===== config.mk =====
export PLATFORM = sky130hd
export DESIGN_NAME = integer_to_radix_digits
export DESIGN_NICKNAME = d
export VERILOG_FILES = /design/src/hw/rtl/itrd_pkg.sv /design/src/hw/rtl/itrd_div_unit.sv /design/src/hw/rtl/itrd_digit_stack.sv /design/src/hw/rtl/integer_to_radix_digits.sv
export SDC_FILE = /design/constraint.sdc
export NUM_CORES = 1
export LEC_CHECK = 0
export ABC_AREA = 1
export BUFFER_PORTS_ARGS = -buffer_cell sky130_fd_sc_hd__buf_2
export CAP_MARGIN = 20
export CORE_AREA = 5 5 176 127
export DETAILED_ROUTE_END_ITERATION = 7
export DIE_AREA = 0 0 181 132
export GPL_ROUTABILITY_DRIVEN = 0
export GPL_TIMING_DRIVEN = 0
export HOLD_SLACK_MARGIN = 0.12
export PLACE_DENSITY = 0.73
export SYNTH_ARGS = -nofsm -noshare
export SYNTH_HDL_FRONTEND = slang
export SYNTH_SLANG_ARGS = --single-unit

===== constraint.sdc =====
create_clock -name clk_i -period 9.4 [get_ports clk_i]
set_input_delay 1.41 -clock clk_i [delete_from_list [all_inputs] [get_ports clk_i]]
set_output_delay 1.41 -clock clk_i [all_outputs]
set_load 0.005 [all_outputs]

===== src/hw/rtl/itrd_pkg.sv =====
// ----------------------------------------------------------------------------
// itrd_pkg
// shared types and constants for the integer to radix digits converter
// ----------------------------------------------------------------------------
`default_nettype none

package itrd_pkg;

  // dividend bits retired by the divider per cycle
  localparam int unsigned STEP_BITS = 8;

  localparam logic [4:0] RADIX_MIN = 5'd2;
  localparam logic [4:0] RADIX_MAX = 5'd16;

  localparam logic [6:0] CHAR_MINUS = 7'h2d;
  localparam logic [6:0] CHAR_ZERO  = 7'h30;
  // 'a' minus ten
  localparam logic [6:0] CHAR_ALPHA = 7'h57;
  localparam logic [3:0] DEC_DIGITS = 4'd10;

  typedef struct packed {
    logic [31:0] value;
    logic [4:0]  radix;
    logic        is_signed;
  } in_beat_t;

  typedef struct packed {
    logic [6:0] out_char;
    logic       last;
  } out_beat_t;

  // digit value to lower-case ascii
  function automatic logic [6:0] digit_char(input logic [3:0] d);
    logic [6:0] c;
    if (d < DEC_DIGITS) begin
      c = CHAR_ZERO + 7'(d);
    end else begin
      c = CHAR_ALPHA + 7'(d);
    end
    return c;
  endfunction

endpackage

`default_nettype wire


===== src/hw/rtl/itrd_div_unit.sv =====
// ----------------------------------------------------------------------------
// itrd_div_unit
// iterative divider of a word by a small radix, STEP_BITS quotient bits a cycle
// ----------------------------------------------------------------------------
`default_nettype none

module itrd_div_unit #(
  parameter int unsigned WORD_BITS = 32
) (
  input  wire logic                 clk_i,
  input  wire logic                 rst_ni,
  input  wire logic                 start_i,
  input  wire logic [WORD_BITS-1:0] dividend_i,
  input  wire logic [4:0]           radix_i,
  output logic                      busy_o,
  output logic                      done_o,
  output logic [WORD_BITS-1:0]      quot_o,
  output logic [3:0]                rem_o
);
  import itrd_pkg::*;

  localparam int unsigned NCHUNK = (WORD_BITS + STEP_BITS - 1) / STEP_BITS;
  localparam int unsigned PAD_W  = NCHUNK * STEP_BITS;
  localparam int unsigned CW     = $clog2(NCHUNK) + 1;

  logic             busy_q, busy_d;
  logic             done_q, done_d;
  logic [CW-1:0]    cnt_q, cnt_d;
  logic [PAD_W-1:0] quot_q, quot_d;
  logic [3:0]       rem_q, rem_d;
  logic [PAD_W-1:0] step_quot;
  logic [3:0]       step_rem;
  logic             last_chunk;

  // restoring long division over one chunk
  always_comb begin
    logic [PAD_W-1:0] qw;
    logic [3:0]       rw;
    logic [4:0]       t;
    qw = quot_q;
    rw = rem_q;
    for (int k = 0; k < STEP_BITS; k++) begin
      t  = {rw, qw[PAD_W-1]};
      qw = {qw[PAD_W-2:0], 1'b0};
      if (t >= radix_i) begin
        rw    = 4'(t - radix_i);
        qw[0] = 1'b1;
      end else begin
        rw = t[3:0];
      end
    end
    step_quot = qw;
    step_rem  = rw;
  end

  assign last_chunk = (cnt_q == CW'(NCHUNK - 1));

  always_comb begin
    busy_d = busy_q;
    done_d = 1'b0;
    cnt_d  = cnt_q;
    quot_d = quot_q;
    rem_d  = rem_q;
    if (start_i) begin
      busy_d = 1'b1;
      cnt_d  = '0;
      quot_d = PAD_W'(dividend_i);
      rem_d  = '0;
    end else if (busy_q) begin
      quot_d = step_quot;
      rem_d  = step_rem;
      cnt_d  = cnt_q + CW'(1);
      if (last_chunk) begin
        busy_d = 1'b0;
        done_d = 1'b1;
      end
    end
  end

  always_ff @(posedge clk_i or negedge rst_ni) begin
    if (!rst_ni) begin
      busy_q <= 1'b0;
      done_q <= 1'b0;
      cnt_q  <= '0;
    end else begin
      busy_q <= busy_d;
      done_q <= done_d;
      cnt_q  <= cnt_d;
    end
  end

  always_ff @(posedge clk_i) begin
    quot_q <= quot_d;
    rem_q  <= rem_d;
  end

  assign busy_o = busy_q;
  assign done_o = done_q;
  assign quot_o = quot_q[WORD_BITS-1:0];
  assign rem_o  = rem_q;

endmodule

`default_nettype wire


===== src/hw/rtl/itrd_digit_stack.sv =====
// ----------------------------------------------------------------------------
// itrd_digit_stack
// shift-register lifo that reverses the digit order
// ----------------------------------------------------------------------------
`default_nettype none

module itrd_digit_stack #(
  parameter int unsigned DEPTH = 33
) (
  input  wire logic       clk_i,
  input  wire logic       push_i,
  input  wire logic       pop_i,
  input  wire logic [3:0] digit_i,
  output logic [3:0]      top_o
);

  logic [3:0] ent_q [DEPTH];

  always_ff @(posedge clk_i) begin
    if (push_i) begin
      ent_q[0] <= digit_i;
      for (int i = 1; i < DEPTH; i++) begin
        ent_q[i] <= ent_q[i-1];
      end
    end else if (pop_i) begin
      for (int i = 0; i < DEPTH - 1; i++) begin
        ent_q[i] <= ent_q[i+1];
      end
      ent_q[DEPTH-1] <= '0;
    end
  end

  assign top_o = ent_q[0];

endmodule

`default_nettype wire


===== src/hw/rtl/integer_to_radix_digits.sv =====
// ----------------------------------------------------------------------------
// integer_to_radix_digits
// one digit per pass of the single divider, least significant first; a minus
//   sign goes out ahead of the digits of a negative number
// a new number is accepted only in idle, after the last char of the previous
//   one is loaded; chars leave one per cycle while out_ready_i is high
// reset: async active low, returns to idle with no beat pending
// ----------------------------------------------------------------------------
`default_nettype none

module integer_to_radix_digits #(
  parameter int unsigned WORD_BITS = 32
) (
  input  wire logic                 clk_i,
  input  wire logic                 rst_ni,
  input  wire logic                 in_valid_i,
  output logic                      in_ready_o,
  input  wire itrd_pkg::in_beat_t   in_beat_i,
  output logic                      out_valid_o,
  input  wire logic                 out_ready_i,
  output itrd_pkg::out_beat_t       out_beat_o
);
  import itrd_pkg::*;

  // at most WORD_BITS digits, reached in radix 2
  localparam int unsigned DEPTH = WORD_BITS;
  localparam int unsigned CNT_W = $clog2(DEPTH + 1);

  typedef enum logic [1:0] {
    ST_IDLE,
    ST_DIV,
    ST_SIGN,
    ST_EMIT
  } state_e;

  state_e           state_q;
  logic             out_valid_q;
  out_beat_t        out_beat_q;
  logic [CNT_W-1:0] cnt_q;
  logic             neg_q;
  logic [4:0]       radix_q;

  logic                 accept;
  logic [WORD_BITS-1:0] word;
  logic                 neg_in;
  logic [WORD_BITS-1:0] mag;
  logic [4:0]           radix_sat;
  logic                 div_start;
  logic [WORD_BITS-1:0] div_dividend;
  logic                 div_busy;
  logic                 div_done;
  logic [WORD_BITS-1:0] div_quot;
  logic [3:0]           div_rem;
  logic                 div_more;
  logic                 push;
  logic                 pop;
  logic                 slot_free;
  logic                 out_load;
  logic [3:0]           stack_top;

  assign in_ready_o = (state_q == ST_IDLE);
  assign accept     = in_valid_i && in_ready_o;

  // input word, truncated or zero extended to the configured width
  assign word   = WORD_BITS'(in_beat_i.value);
  assign neg_in = in_beat_i.is_signed && word[WORD_BITS-1];
  // magnitude mod 2^WORD_BITS, so the most negative word comes out right
  assign mag    = neg_in ? WORD_BITS'(~word + WORD_BITS'(1)) : word;

  always_comb begin
    radix_sat = in_beat_i.radix;
    if (in_beat_i.radix < RADIX_MIN) begin
      radix_sat = RADIX_MIN;
    end else if (in_beat_i.radix > RADIX_MAX) begin
      radix_sat = RADIX_MAX;
    end
  end

  // digits come out least significant first; the loop stops on a zero quotient
  assign div_more     = (div_quot != '0);
  assign div_start    = accept || (state_q == ST_DIV && div_done && div_more);
  assign div_dividend = (state_q == ST_IDLE) ? mag : div_quot;

  itrd_div_unit #(
    .WORD_BITS (WORD_BITS)
  ) u_div (
    .clk_i      (clk_i),
    .rst_ni     (rst_ni),
    .start_i    (div_start),
    .dividend_i (div_dividend),
    .radix_i    (radix_q),
    .busy_o     (div_busy),
    .done_o     (div_done),
    .quot_o     (div_quot),
    .rem_o      (div_rem)
  );

  // output register takes a new beat when empty or being drained
  assign slot_free = !out_valid_q || out_ready_i;
  assign out_load  = ((state_q == ST_SIGN) || (state_q == ST_EMIT)) && slot_free;
  assign push      = (state_q == ST_DIV) && div_done;
  assign pop       = (state_q == ST_EMIT) && slot_free;

  // stack pops the most significant digit first
  itrd_digit_stack #(
    .DEPTH (DEPTH)
  ) u_stack (
    .clk_i   (clk_i),
    .push_i  (push),
    .pop_i   (pop),
    .digit_i (div_rem),
    .top_o   (stack_top)
  );

  always_ff @(posedge clk_i or negedge rst_ni) begin
    if (!rst_ni) begin
      state_q     <= ST_IDLE;
      out_valid_q <= 1'b0;
      out_beat_q  <= '0;
      cnt_q       <= '0;
      neg_q       <= 1'b0;
      radix_q     <= RADIX_MIN;
    end else begin
      // a new beat loads, otherwise a beat taken downstream clears
      if (out_load) begin
        out_valid_q <= 1'b1;
      end else if (out_ready_i) begin
        out_valid_q <= 1'b0;
      end
      case (state_q)
        ST_IDLE: begin
          if (accept) begin
            neg_q   <= neg_in;
            radix_q <= radix_sat;
            cnt_q   <= '0;
            state_q <= ST_DIV;
          end
        end
        ST_DIV: begin
          if (div_done) begin
            cnt_q <= cnt_q + CNT_W'(1);
            if (!div_more) begin
              state_q <= neg_q ? ST_SIGN : ST_EMIT;
            end
          end
        end
        ST_SIGN: begin
          if (slot_free) begin
            out_beat_q.out_char <= CHAR_MINUS;
            out_beat_q.last     <= 1'b0;
            state_q             <= ST_EMIT;
          end
        end
        ST_EMIT: begin
          if (slot_free) begin
            out_beat_q.out_char <= digit_char(stack_top);
            out_beat_q.last     <= (cnt_q == CNT_W'(1));
            cnt_q               <= cnt_q - CNT_W'(1);
            if (cnt_q == CNT_W'(1)) begin
              state_q <= ST_IDLE;
            end
          end
        end
        default: begin
          state_q <= ST_IDLE;
        end
      endcase
    end
  end

  assign out_valid_o = out_valid_q;
  assign out_beat_o  = out_beat_q;

  // no new number while the divider still works on the previous one
  a_idle_div_quiet: assert property (@(posedge clk_i) disable iff (!rst_ni)
    in_ready_o |-> !div_busy)
    else $error("divider busy while idle");

  // digit count never exceeds the stack depth
  a_cnt_bound: assert property (@(posedge clk_i) disable iff (!rst_ni)
    cnt_q <= CNT_W'(DEPTH))
    else $error("digit count overflow");

  // emission always has a digit left on the stack
  a_emit_nonempty: assert property (@(posedge clk_i) disable iff (!rst_ni)
    (state_q == ST_EMIT) |-> (cnt_q != '0))
    else $error("emit with empty stack");

  // a divider result only shows up during the division phase
  a_done_in_div: assert property (@(posedge clk_i) disable iff (!rst_ni)
    div_done |-> (state_q == ST_DIV))
    else $error("divider result outside division phase");

endmodule

`default_nettype wire

* Word level (Yosys, flattened, before mapping) *
Memory sizes are Yosys's and may differ from the RTL's.
Index checks and enable logic that the tools add are counted.
Widths: inputs -> output; s select.

cells by class
  reduce and logical (&&, ||, !) cells = 21
  equal/unequal tests = 12
  multiplexer cells = 85
  add/sub/neg operators = 14
  bitwise logic cells = 33
  $lt $le $gt $ge = 11

operator list
  kind                   number
  $mux 4                 40
  $mux 32                4
  $ge 5x5->1             8
  $add 32x1->32 const B  1
  $not 32->32            1
  $or 1x1->1             32
  $reduce_bool 32->1     1
  $sub 4x4->4            8
  $mux 1                 22
  $mux 6                 3
  $pmux 6 s3             1
  $mux 8                 2
  $pmux 8 s2             1
  $mux 2                 6
  $mux 5                 2
  $ne 2x2->1 const B     4
  $pmux 2 s4             1
  $add 6x4->7 const A    1
  $add 7x4->7 const A    1
  $mux 7                 1
  $add 6x1->6 const B    1
  $eq 6x1->1 const B     1
  $logic_and 1x1->1      6
  $mux 3                 2
  other kinds (18)       26

storage, ports and cells
  bits in registers = 64
  memories = 1
  logic and storage cells = 189
  RAM bits = 128
  output and inout port bits = 10
  input bits = 42

memory list
  memory         depth  bits a word  read ports  clocked after Yosys merged registers in  write ports  line                    text
  u_stack.ent_q  32     4            32          0                                        32           itrd_digit_stack.sv:17  logic [3:0] ent_q [DEPTH];

* Longest topological paths before layout *
Gate-level depths: netlist of run 1.

  depth after elaboration = 18
  depth in mapped cells = 70
  depth with buffers taken out = 70

* Cells and area by module *
From an unflattened synthesis of run 1, not the netlist that was laid out.

second synthesis, totals
  cell total of the unflattened synthesis = 1476
  area total of the unflattened synthesis = 11850.1 µm²

modules (own cells, without submodules)
  module                   cells each  times used  area each (µm²)  sequential area each (µm²)
  itrd_digit_stack         528         1           5542.8           3843.7
  itrd_div_unit            472         1           3563.4           1166.1
  integer_to_radix_digits  476         1           2743.9           576.8

* Worst setup path before layout of run 1 *
No wires, ideal clock.

  path type = reg-to-reg
  start = register radix_q[1]
  end = register u_div.quot_q[0] (netlist: u_div.quot_o[0]) (data pin)
  period minus slack after synthesis = 9.144 ns
  slack = 0.256 ns
  stages on the path, launching flop included = 64
  arrival = 8.874 ns
  cell sequence = dfstp_2 > inv_1 > ha_1 > nand2_1 > inv_1 > nand4_1 > nand3_2 > nor2_1 > a21oi_1 > ha_1 > nand2_1 > inv_1 > a21oi_1 > nand3_1 > inv_1 > or2_1 > nand2_1 > ha_1 > [28 not listed] > nand3_1 > nor2_1 > nand3_1 > and2_1 > ha_1 > a21o_1 > a21boi_1 > nand3_1 > inv_1 > nand3_1 > nand2_1 > inv_1 > ha_1 > a21oi_1 > o21a_1 > nand2_1 > nor2_1 > o21ai_0

between the ends
  longest elaborated chain between the ends = 18
  elaborated cells between the ends (all ways) = 25
  those cells by class = 7 x add/sub; 8 x order compare; 10 x mux

RTL lines
  element                                           line                                      text
  from (decl)                                       integer_to_radix_digits.sv:41             logic [4:0] radix_q;
  from (signal assigned)                            integer_to_radix_digits.sv:134            radix_q <= radix_sat;
  $sub 4x4->4 / $ge 5x5->1 (equally long branches)  itrd_div_unit.sv:46, itrd_div_unit.sv:45
  $mux 4                                            itrd_div_unit.sv:45                       if (t >= radix_i) begin
  $sub 4x4->4 / $ge 5x5->1 (equally long branches)  itrd_div_unit.sv:46, itrd_div_unit.sv:45
  $mux 4                                            itrd_div_unit.sv:45
  $sub 4x4->4 / $ge 5x5->1 (equally long branches)  itrd_div_unit.sv:46, itrd_div_unit.sv:45
  $mux 4                                            itrd_div_unit.sv:45
  $ge 5x5->1 / $sub 4x4->4 (equally long branches)  itrd_div_unit.sv:45, itrd_div_unit.sv:46
  $mux 4                                            itrd_div_unit.sv:45
  [3 not listed]                                    --
  $mux 4                                            itrd_div_unit.sv:45
  $sub 4x4->4 / $ge 5x5->1 (equally long branches)  itrd_div_unit.sv:46, itrd_div_unit.sv:45
  $mux 4                                            itrd_div_unit.sv:45
  $ge 5x5->1 *                                      itrd_div_unit.sv:45
  $mux 1 *                                          itrd_div_unit.sv:45
  $mux 32 *                                         itrd_div_unit.sv:69                       end else if (busy_q) begin
  $mux 32 *                                         itrd_div_unit.sv:64                       if (start_i) begin
  via u_div.quot_d[0]                               itrd_div_unit.sv:29                       logic [PAD_W-1:0] quot_q, quot_d;
  to (signal assigned)                              itrd_div_unit.sv:93                       quot_q <= quot_d;
  to (decl)                                         itrd_div_unit.sv:29

The timed path passes the listed nets; every way through them passes the cells marked *. The select of a mux whose other input is x is not followed.
A chain may end at the register's enable or synchronous reset.

* Worst setup path after layout of run 1 *
  start = register radix_q[1]
  end = register u_div.rem_q[1] (netlist: u_div.rem_o[1])

between the ends
  longest elaborated chain between the ends = 16
  elaborated cells between the ends (all ways) = 24
  those cells by class = 8 x add/sub; 8 x order compare; 8 x mux

RTL lines
  element                                           line                                      text
  $sub 4x4->4 / $ge 5x5->1 (equally long branches)  itrd_div_unit.sv:46, itrd_div_unit.sv:45
  $mux 4                                            itrd_div_unit.sv:45
  $sub 4x4->4 / $ge 5x5->1 (equally long branches)  itrd_div_unit.sv:46, itrd_div_unit.sv:45
  $mux 4                                            itrd_div_unit.sv:45
  $sub 4x4->4 / $ge 5x5->1 (equally long branches)  itrd_div_unit.sv:46, itrd_div_unit.sv:45
  $mux 4                                            itrd_div_unit.sv:45
  $ge 5x5->1 / $sub 4x4->4 (equally long branches)  itrd_div_unit.sv:45, itrd_div_unit.sv:46
  $mux 4                                            itrd_div_unit.sv:45
  $sub 4x4->4 / $ge 5x5->1 (equally long branches)  itrd_div_unit.sv:46, itrd_div_unit.sv:45
  $mux 4                                            itrd_div_unit.sv:45
  $sub 4x4->4 / $ge 5x5->1 (equally long branches)  itrd_div_unit.sv:46, itrd_div_unit.sv:45
  $mux 4                                            itrd_div_unit.sv:45
  $ge 5x5->1 / $sub 4x4->4 (equally long branches)  itrd_div_unit.sv:45, itrd_div_unit.sv:46
  $mux 4                                            itrd_div_unit.sv:45
  $sub 4x4->4 / $ge 5x5->1 (equally long branches)  itrd_div_unit.sv:46, itrd_div_unit.sv:45
  $mux 4 *                                          itrd_div_unit.sv:45
  to (signal assigned)                              itrd_div_unit.sv:94                       rem_q <= rem_d;
  to (decl)                                         itrd_div_unit.sv:30                       logic [3:0] rem_q, rem_d;

Mark *: on every way between the ends. The rest lies on a longest branch, timed or not.

==> reports/qor.txt, run 1 <==
max cap viols = 0
vias in the first global route = 8448
GRT Total Usage = 22.0%
fin area = 13500 um2
CP max stage delay = 0.65 ns
largest net degree at the start of global routing = 68
Layout Nets = 1481
layout cells sized above 1 = 23.1%
DRC = 0
final worst clock skew = 0.0109 ns
Die H = 132 um
failing checks = setup timing
DRT iter0 DRCs = 1019
Crit-path slowest cell = dfstp_4
Mapped Cells = 1268
vias = 9354
Avg Cell Area, Syn = 8.83 um2
worst relative slew slack = 45.1%
status = finished, violations left
hold crit path type = reg -> reg
Post-CTS Hold Buffers = 0
Slew @ Worst Pin = 0.823 ns
setup violators final = 5
Final Cycle Share = 101%
Final min period = 9.50 ns
drt via density = 5.61
Post-Syn Nets = 1370
I/O pin count = 52
YS warnings = 0
CP max FO = 8
mapped cell area = 11200 um2
hpwl dp = 18400 um
fill count = 1537
CTS tree = built
chip width = 181 um
diodes inserted = 0
Synth Flop Type = edfxtp_1
CTS root buf = clkbuf_16
Placed Instance Area = 11900 um2
Initial Util = 54.8%
Worst Path Arrival = 9.82 ns
Synth async-reset ratio = 14.6%
unrepaired setup endpoints after global routing = true
Reg clk slew, reported paths = 0.07 ns
CP required = 9.73 ns
input/output buffers = 51
Post-DRT Antenna Nets = 0
final wirelength = 28100 um
clock sinks = 192
FF+latch count, synth = 192
Final Hold Viols = 0
P&R area growth vs syn = 20.5%
Distinct cells, synth = 47
post-route setup slack = -0.0956 ns
global-route wire length before repair = 43200 um
die area = 23900 um2
Max Slew Vio Count = 0
antenna violations before repair = 0
grt total ovfl = 0
CTS Buf Count = 17
drt first pass iters = 5
worst skew pair latency = 0.43 ns
Max Clock Freq = 0.105 GHz
CP endpoint kind = flip-flop
H-tree levels = 4
kind of critical path = reg -> reg
Post-synth EDFFs = 160
Clock Path Buffers = 2
DR WL/cell = 16.8 um
floorplan core area = 20400 um2
Placement Rows = 44
register area share after synthesis = 49.9%
final core occ = 66.1%
Startpoint Class = flip-flop
==> synth_stat cells, types with 9 or more instances <==
| cell type | instances | area share, % |
|---|---|---|
| xor2_1 | 24 | 1.9 |
| dfrtp_1 | 27 | 6.0 |
| nand3_1 | 66 | 2.9 |
| nand2_1 | 306 | 10 |
| mux2_2 | 24 | 2.4 |
| edfxtp_1 | 160 | 43 |
| nor2_1 | 133 | 4.5 |
| inv_1 | 159 | 5.3 |
| ha_1 | 52 | 5.8 |
| o21ai_0 | 102 | 4.6 |
| buf_2 | 12 | 0.54 |
| xnor2_1 | 9 | 0.70 |
| clkbuf_1 | 12 | 0.40 |
| nand4_1 | 21 | 1.2 |
| a21oi_1 | 69 | 3.1 |
==> placed cells by master (no fill, tap or decap), types with 35 or more instances in the layout <==
cell      instances
nand3_1          48
nand2_2          37
buf_2            63
buf_4            35
a21oi_1          57
nor2_1          127
edfxtp_1        160
nand2_1         266
o21ai_0          98
inv_1           140
==> final cells by class <==
class	instances	area (um2)	share of cell area [%]
plain buffers	36	203	1.50
clock buffers	18	429	3.18
clock inverters	14	133	0.983
inverters	162	641	4.75
multi-input cells	878	5510	40.8
flip-flops and latches	192	5590	41.4
well taps	276	345	2.56
repair buffers	92	642	4.76
==> what timing repair did <==
action | 4_1_cts | 5_1_grt
setup endpoints to repair | 6 | 5
gates resized for setup | 35 | 131
cloned | 0 | 0
pin swaps | 12 | 64
setup buffers | 21 | 18
==> final timing paths <==
path	cells past startpoint	end	slack, ns	start
hold / removal	1	out_beat_o[6]	0.46	out_beat_o[6]
setup reg to reg	67	u_div.rem_o[1]	-0.1	radix_q[1]
max in group asynchronous	1	state_q[1]	7.96	rst_ni
min in group asynchronous	1	radix_q[4]	1.00	rst_ni
setup / recovery	67	u_div.rem_o[1]	-0.1	radix_q[1]
hold reg to reg	1	out_beat_o[6]	0.46	out_beat_o[6]
==> state kept, by name (all words and copies together), names as in the netlist <==
register       count
state_q            2
u_div.quot_o      32
radix_q            5
u_div.rem_o        4
u_div.busy_o       1
neg_q              1
u_stack.ent_q    128
out_valid_o        1
u_div.done_o       1
cnt_q              6
u_div.cnt_q        3
out_beat_o         8
==> per-stage QoR <==
step                      instances  worst slack, ns  hold slack [ns]  setup TNS [ns]
after floorplan                1268            0.256            0.446               0
after global placement         1595            -2.07            0.449          -10.71
after detailed placement       1597            -2.24            0.456          -11.72
after CTS                      1650         0.000473            0.473               0
after global routing           1668           -0.607            0.482           -2.86
final                          1668          -0.0956            0.463          -0.312
==> metal layers <==
layer  global-route usage (%)  part of all wire [%]  up-vias
met2                     31.0                    43      388
met3                     4.33                   8.0       49
met1                     35.6                    48     4461
met5                        0                     0        -
li1                         -                     -     4456
met4                     3.79                   1.6        0
==> kinds of logic (layout without fill, tap and decap cells) <==
logic type               Yosys count  count (layout)  synth area share [%]
buffers and inverters            198             322                  7.24
AND/OR/NAND/NOR                  561             561                  21.0
XOR/XNOR                          33              33                  2.58
multiplexers                      24              24                  2.41
flip-flops                       192             192                  49.9
AO/OA/AOI/OAI                    200             200                  9.69
adder cells (fa/ha/maj)           60              60                  7.24
==> worst max-delay path, delay by kind of cell (launching register included) <==
kind,cells,cell delay [ns]
and+or+nand+nor,41,4.61
adders and majority gates,8,2.03
buffers and inverters,13,1.11
AOI/OAI and AO/OA,5,0.98
DFF,1,0.65
Power of run 1 is not shown: default switching activity piles up to over one toggle a cycle in this logic, so the estimate is an artifact.
==> inputs of run 2 (changes only) <==
Settings changed: ABC_AREA 1 to 0, CORE_AREA 5 5 176 127 to 5 5 172 124, DIE_AREA 0 0 181 132 to 0 0 177 129, PLACE_DENSITY 0.73 to 0.74.
==> run 2 against run 1 <==
The flow still finishes with violations (setup timing). Via count fell by 17%. First-iteration DRC count is 25% lower. Worst hold slack gained 0.038 ns. Worst setup slack lost 0.70 ns. Non-clock buffer count up 25. Critical path depth decreased by 22. Utilization grew 2.1 points. Synthesized cell count down 30%. Routed wire length is 11% lower. Count of clock-buffer cells in the layout fell by 1. Maximum frequency down 6.9%. Final area down 1.6%. Critical path type unchanged. Largest cell class unchanged.
==> reports/qor.txt, run 2 <==
hold crit path type = reg -> reg (unchanged)
clock sinks = 192 (unchanged)
Die H = 129 um (was 132 um)
global-route wire length before repair = 39000 um (was 43200 um)
drt via density = 5.88 (was 5.61)
antenna violations before repair = 0 (unchanged)
worst relative slew slack = 38.9% (was 45.1%)
Max Slew Vio Count = 0 (unchanged)
most frequent cells in the layout = 160 x edfxtp_1, 127 x mux2_2, 69 x nor2_1 (was 266 x nand2_1, 160 x edfxtp_1, 140 x inv_1)
synth cell count leaders = 160 x edfxtp_1, 132 x mux2_2, 73 x nor2_1 (was 306 x nand2_1, 160 x edfxtp_1, 159 x inv_1)
top-area cell type share of the netlist area = 44.7% (was 42.9%)
Crit path top cell by count = ha_4
YS warnings = 0 (unchanged)
Post-DRT Antenna Nets = 0 (unchanged)
kind of critical path = reg -> reg (unchanged)
Synth Flop Type = edfxtp_1 (unchanged)
largest register by flop count = u_stack.ent_q (unchanged)
worst skew pair latency = 0.44 ns (was 0.43 ns)
Placed Instance Area = 11600 um2 (was 11900 um2)
max reg flops = 128 (unchanged)
commonest non-fill, non-tap cell in the layout = edfxtp_1 (was nand2_1)
CP max stage delay = 0.65 ns (about the same)
CTS Buf Count = 17 (unchanged)
Distinct cells, synth = 65 (was 47)
fin area = 13300 um2 (was 13500 um2)
area leader, netlist = edfxtp_1 (unchanged)
Avg Cell Area, Syn = 12.1 um2 (was 8.83 um2)
final wirelength = 25000 um (was 28100 um)
setup violators final = 5 (unchanged)
CTS root buf = clkbuf_16 (unchanged)
Worst Path Arrival = 10.54 ns (was 9.82 ns)
Layout Nets = 1133 (was 1481)
pre-CTS setup slack = -2.34 ns (was -2.24 ns)
Initial Util = 55.2% (was 54.8%)
CP required = 9.74 ns (was 9.73 ns)
hpwl dp = 16300 um (was 18400 um)
diodes inserted = 0 (unchanged)
Crit-path slowest cell = dfstp_4 (unchanged)
CP max FO = 7 (was 8)
Clock Path Buffers = 2 (unchanged)
Startpoint Class = flip-flop (unchanged)
top cells by area, synth = edfxtp_1 45%, mux2_2 14%, dfrtp_1 6.3% (was edfxtp_1 43%, nand2_1 10%, dfrtp_1 6.0%)
Final Cycle Share = 108% (was 101%)
Max Clock Freq = 0.0981 GHz (was 0.105 GHz)
register area share after synthesis = 51.9% (was 49.9%)
chip width = 177 um (was 181 um)
Mapped Cells = 891 (was 1268)
worst hold slack = 0.501 ns (was 0.463 ns)
Post-synth EDFFs = 160 (unchanged)
failing checks = setup timing (unchanged)
CTS tree = built (unchanged)
floorplan core area = 19500 um2 (was 20400 um2)
mapped cell area = 10800 um2 (was 11200 um2)
Post-CTS Hold Buffers = 0 (unchanged)
final worst clock skew = 0.0150 ns (was 0.0109 ns)
Reg clk slew, reported paths = 0.08 ns (was 0.07 ns)
Placement Rows = 43 (was 44)
final core occ = 68.2% (was 66.1%)
post-route setup slack = -0.794 ns (was -0.0956 ns)
vias in the first global route = 7386 (was 8448)
die area = 22800 um2 (was 23900 um2)
FF+latch count, synth = 192 (unchanged)
DRT iter0 DRCs = 760 (was 1019)
vias = 7729 (was 9354)
DRC = 0 (unchanged)
input/output buffers = 51 (unchanged)
drt first pass iters = 7 (was 5)
status = finished, violations left (unchanged)
GRT Total Usage = 21.7% (was 22.0%)
Post-Syn Nets = 993 (was 1370)
Slew @ Worst Pin = 0.910 ns (was 0.823 ns)
max cap viols = 0 (unchanged)
unrepaired setup endpoints after global routing = true (unchanged)
layout cells sized above 1 = 36.0% (was 23.1%)
Synth async-reset ratio = 14.6% (unchanged)
I/O pin count = 52 (unchanged)
count leader, synth = edfxtp_1 (was nand2_1)
Final Hold Viols = 0 (unchanged)
CP endpoint kind = flip-flop (unchanged)
grt total ovfl = 0 (unchanged)
H-tree levels = 4 (unchanged)
P&R area growth vs syn = 23.5% (was 20.5%)
largest net degree at the start of global routing = 75 (was 68)
DR WL/cell = 19.0 um (was 16.8 um)
Final min period = 10.19 ns (was 9.50 ns)
[run 2: changes by cell type after synthesis, sizes merged, moves of 11 or more]
cell | previous run | this run
mux2 | 24 | 134
nor4 | 0 | 12
buf | 24 | 2
inv | 162 | 42
nand4 | 21 | 5
nand2 | 309 | 52
clkbuf | 12 | 30
xor2 | 24 | 13
xnor2 | 9 | 29
nor2b | 0 | 11
nand3 | 69 | 7
o21ai | 106 | 37
nor2 | 136 | 73
a21oi | 71 | 51
[run 2: routing by layer]
metal | GRT usage, % | wire length, um | up-vias
met4 | 4.77 | 319 | 0
li1 | - | - | 3628
met2 | 32.7 | 10900 | 260
met3 | 4.43 | 1600 | 27
met1 | 32.9 | 12100 | 3814
met5 | 0 | 0 | -
[run 2: final cells by class]
type / instances / area (um2)
flip-flops and latches: 192 / 5590
well taps: 270 / 338
multi-input cells: 625 / 5560
inverters: 42 / 171
plain buffers: 32 / 121
clock buffers: 17 / 425
fillers: 1389 / 6190
clock inverters: 15 / 220
repair buffers: 121 / 853
[run 2: worst max-delay path: cells and delay by family (launching register included)]
kind	cells	cell delay, ns
buffers and inverters	7	0.78
multiplexers	4	1.18
adder cells (fa/ha/maj)	8	2.56
AND/OR/NAND/NOR	8	1.36
flip-flops	1	0.65
AO/OA/AOI/OAI	18	3.55
[run 2: path summary, 6_finish.rpt]
kind | from | endpoint | slack (ns) | cells past startpoint
min in group asynchronous | rst_ni | radix_q[0] | 1.01 | 1
min | neg_q | neg_q | 0.50 | 2
max in group asynchronous | rst_ni | radix_q[0] | 7.93 | 1
min reg2reg | neg_q | neg_q | 0.50 | 2
max | radix_q[1] | u_div.rem_o[1] | -0.79 | 45
max reg2reg | radix_q[1] | u_div.rem_o[1] | -0.79 | 45
[run 2: metrics by stage]
stage | std cells | setup TNS (ns)
4_1_cts | 1292 | -4.05
3_3_place_gp | 1212 | -11.26
3_5_place_dp | 1214 | -12.68
6_report | 1314 | -3.77
2_1_floorplan | 891 | -2.73
5_1_grt | 1314 | -5.65
[run 2: repair_timing]
action,4_1_cts,5_1_grt
gates resized for setup,46,36
setup endpoints to repair,7,6
buffers inserted,46,21
pin swaps,26,40
[run 2: logic make-up after synthesis]
| group | Yosys count | share of synthesized area [%] |
|---|---|---|
| AOI/OAI and AO/OA | 169 | 10.1 |
| xor gates and xnor gates | 42 | 3.42 |
| adders and majority gates | 60 | 7.54 |
| buffers and inverters | 74 | 2.59 |
| DFF | 192 | 51.9 |
| muxes | 141 | 14.7 |
| and+or+nand+nor | 213 | 9.71 |
Power of run 2 is left out for the same reason.
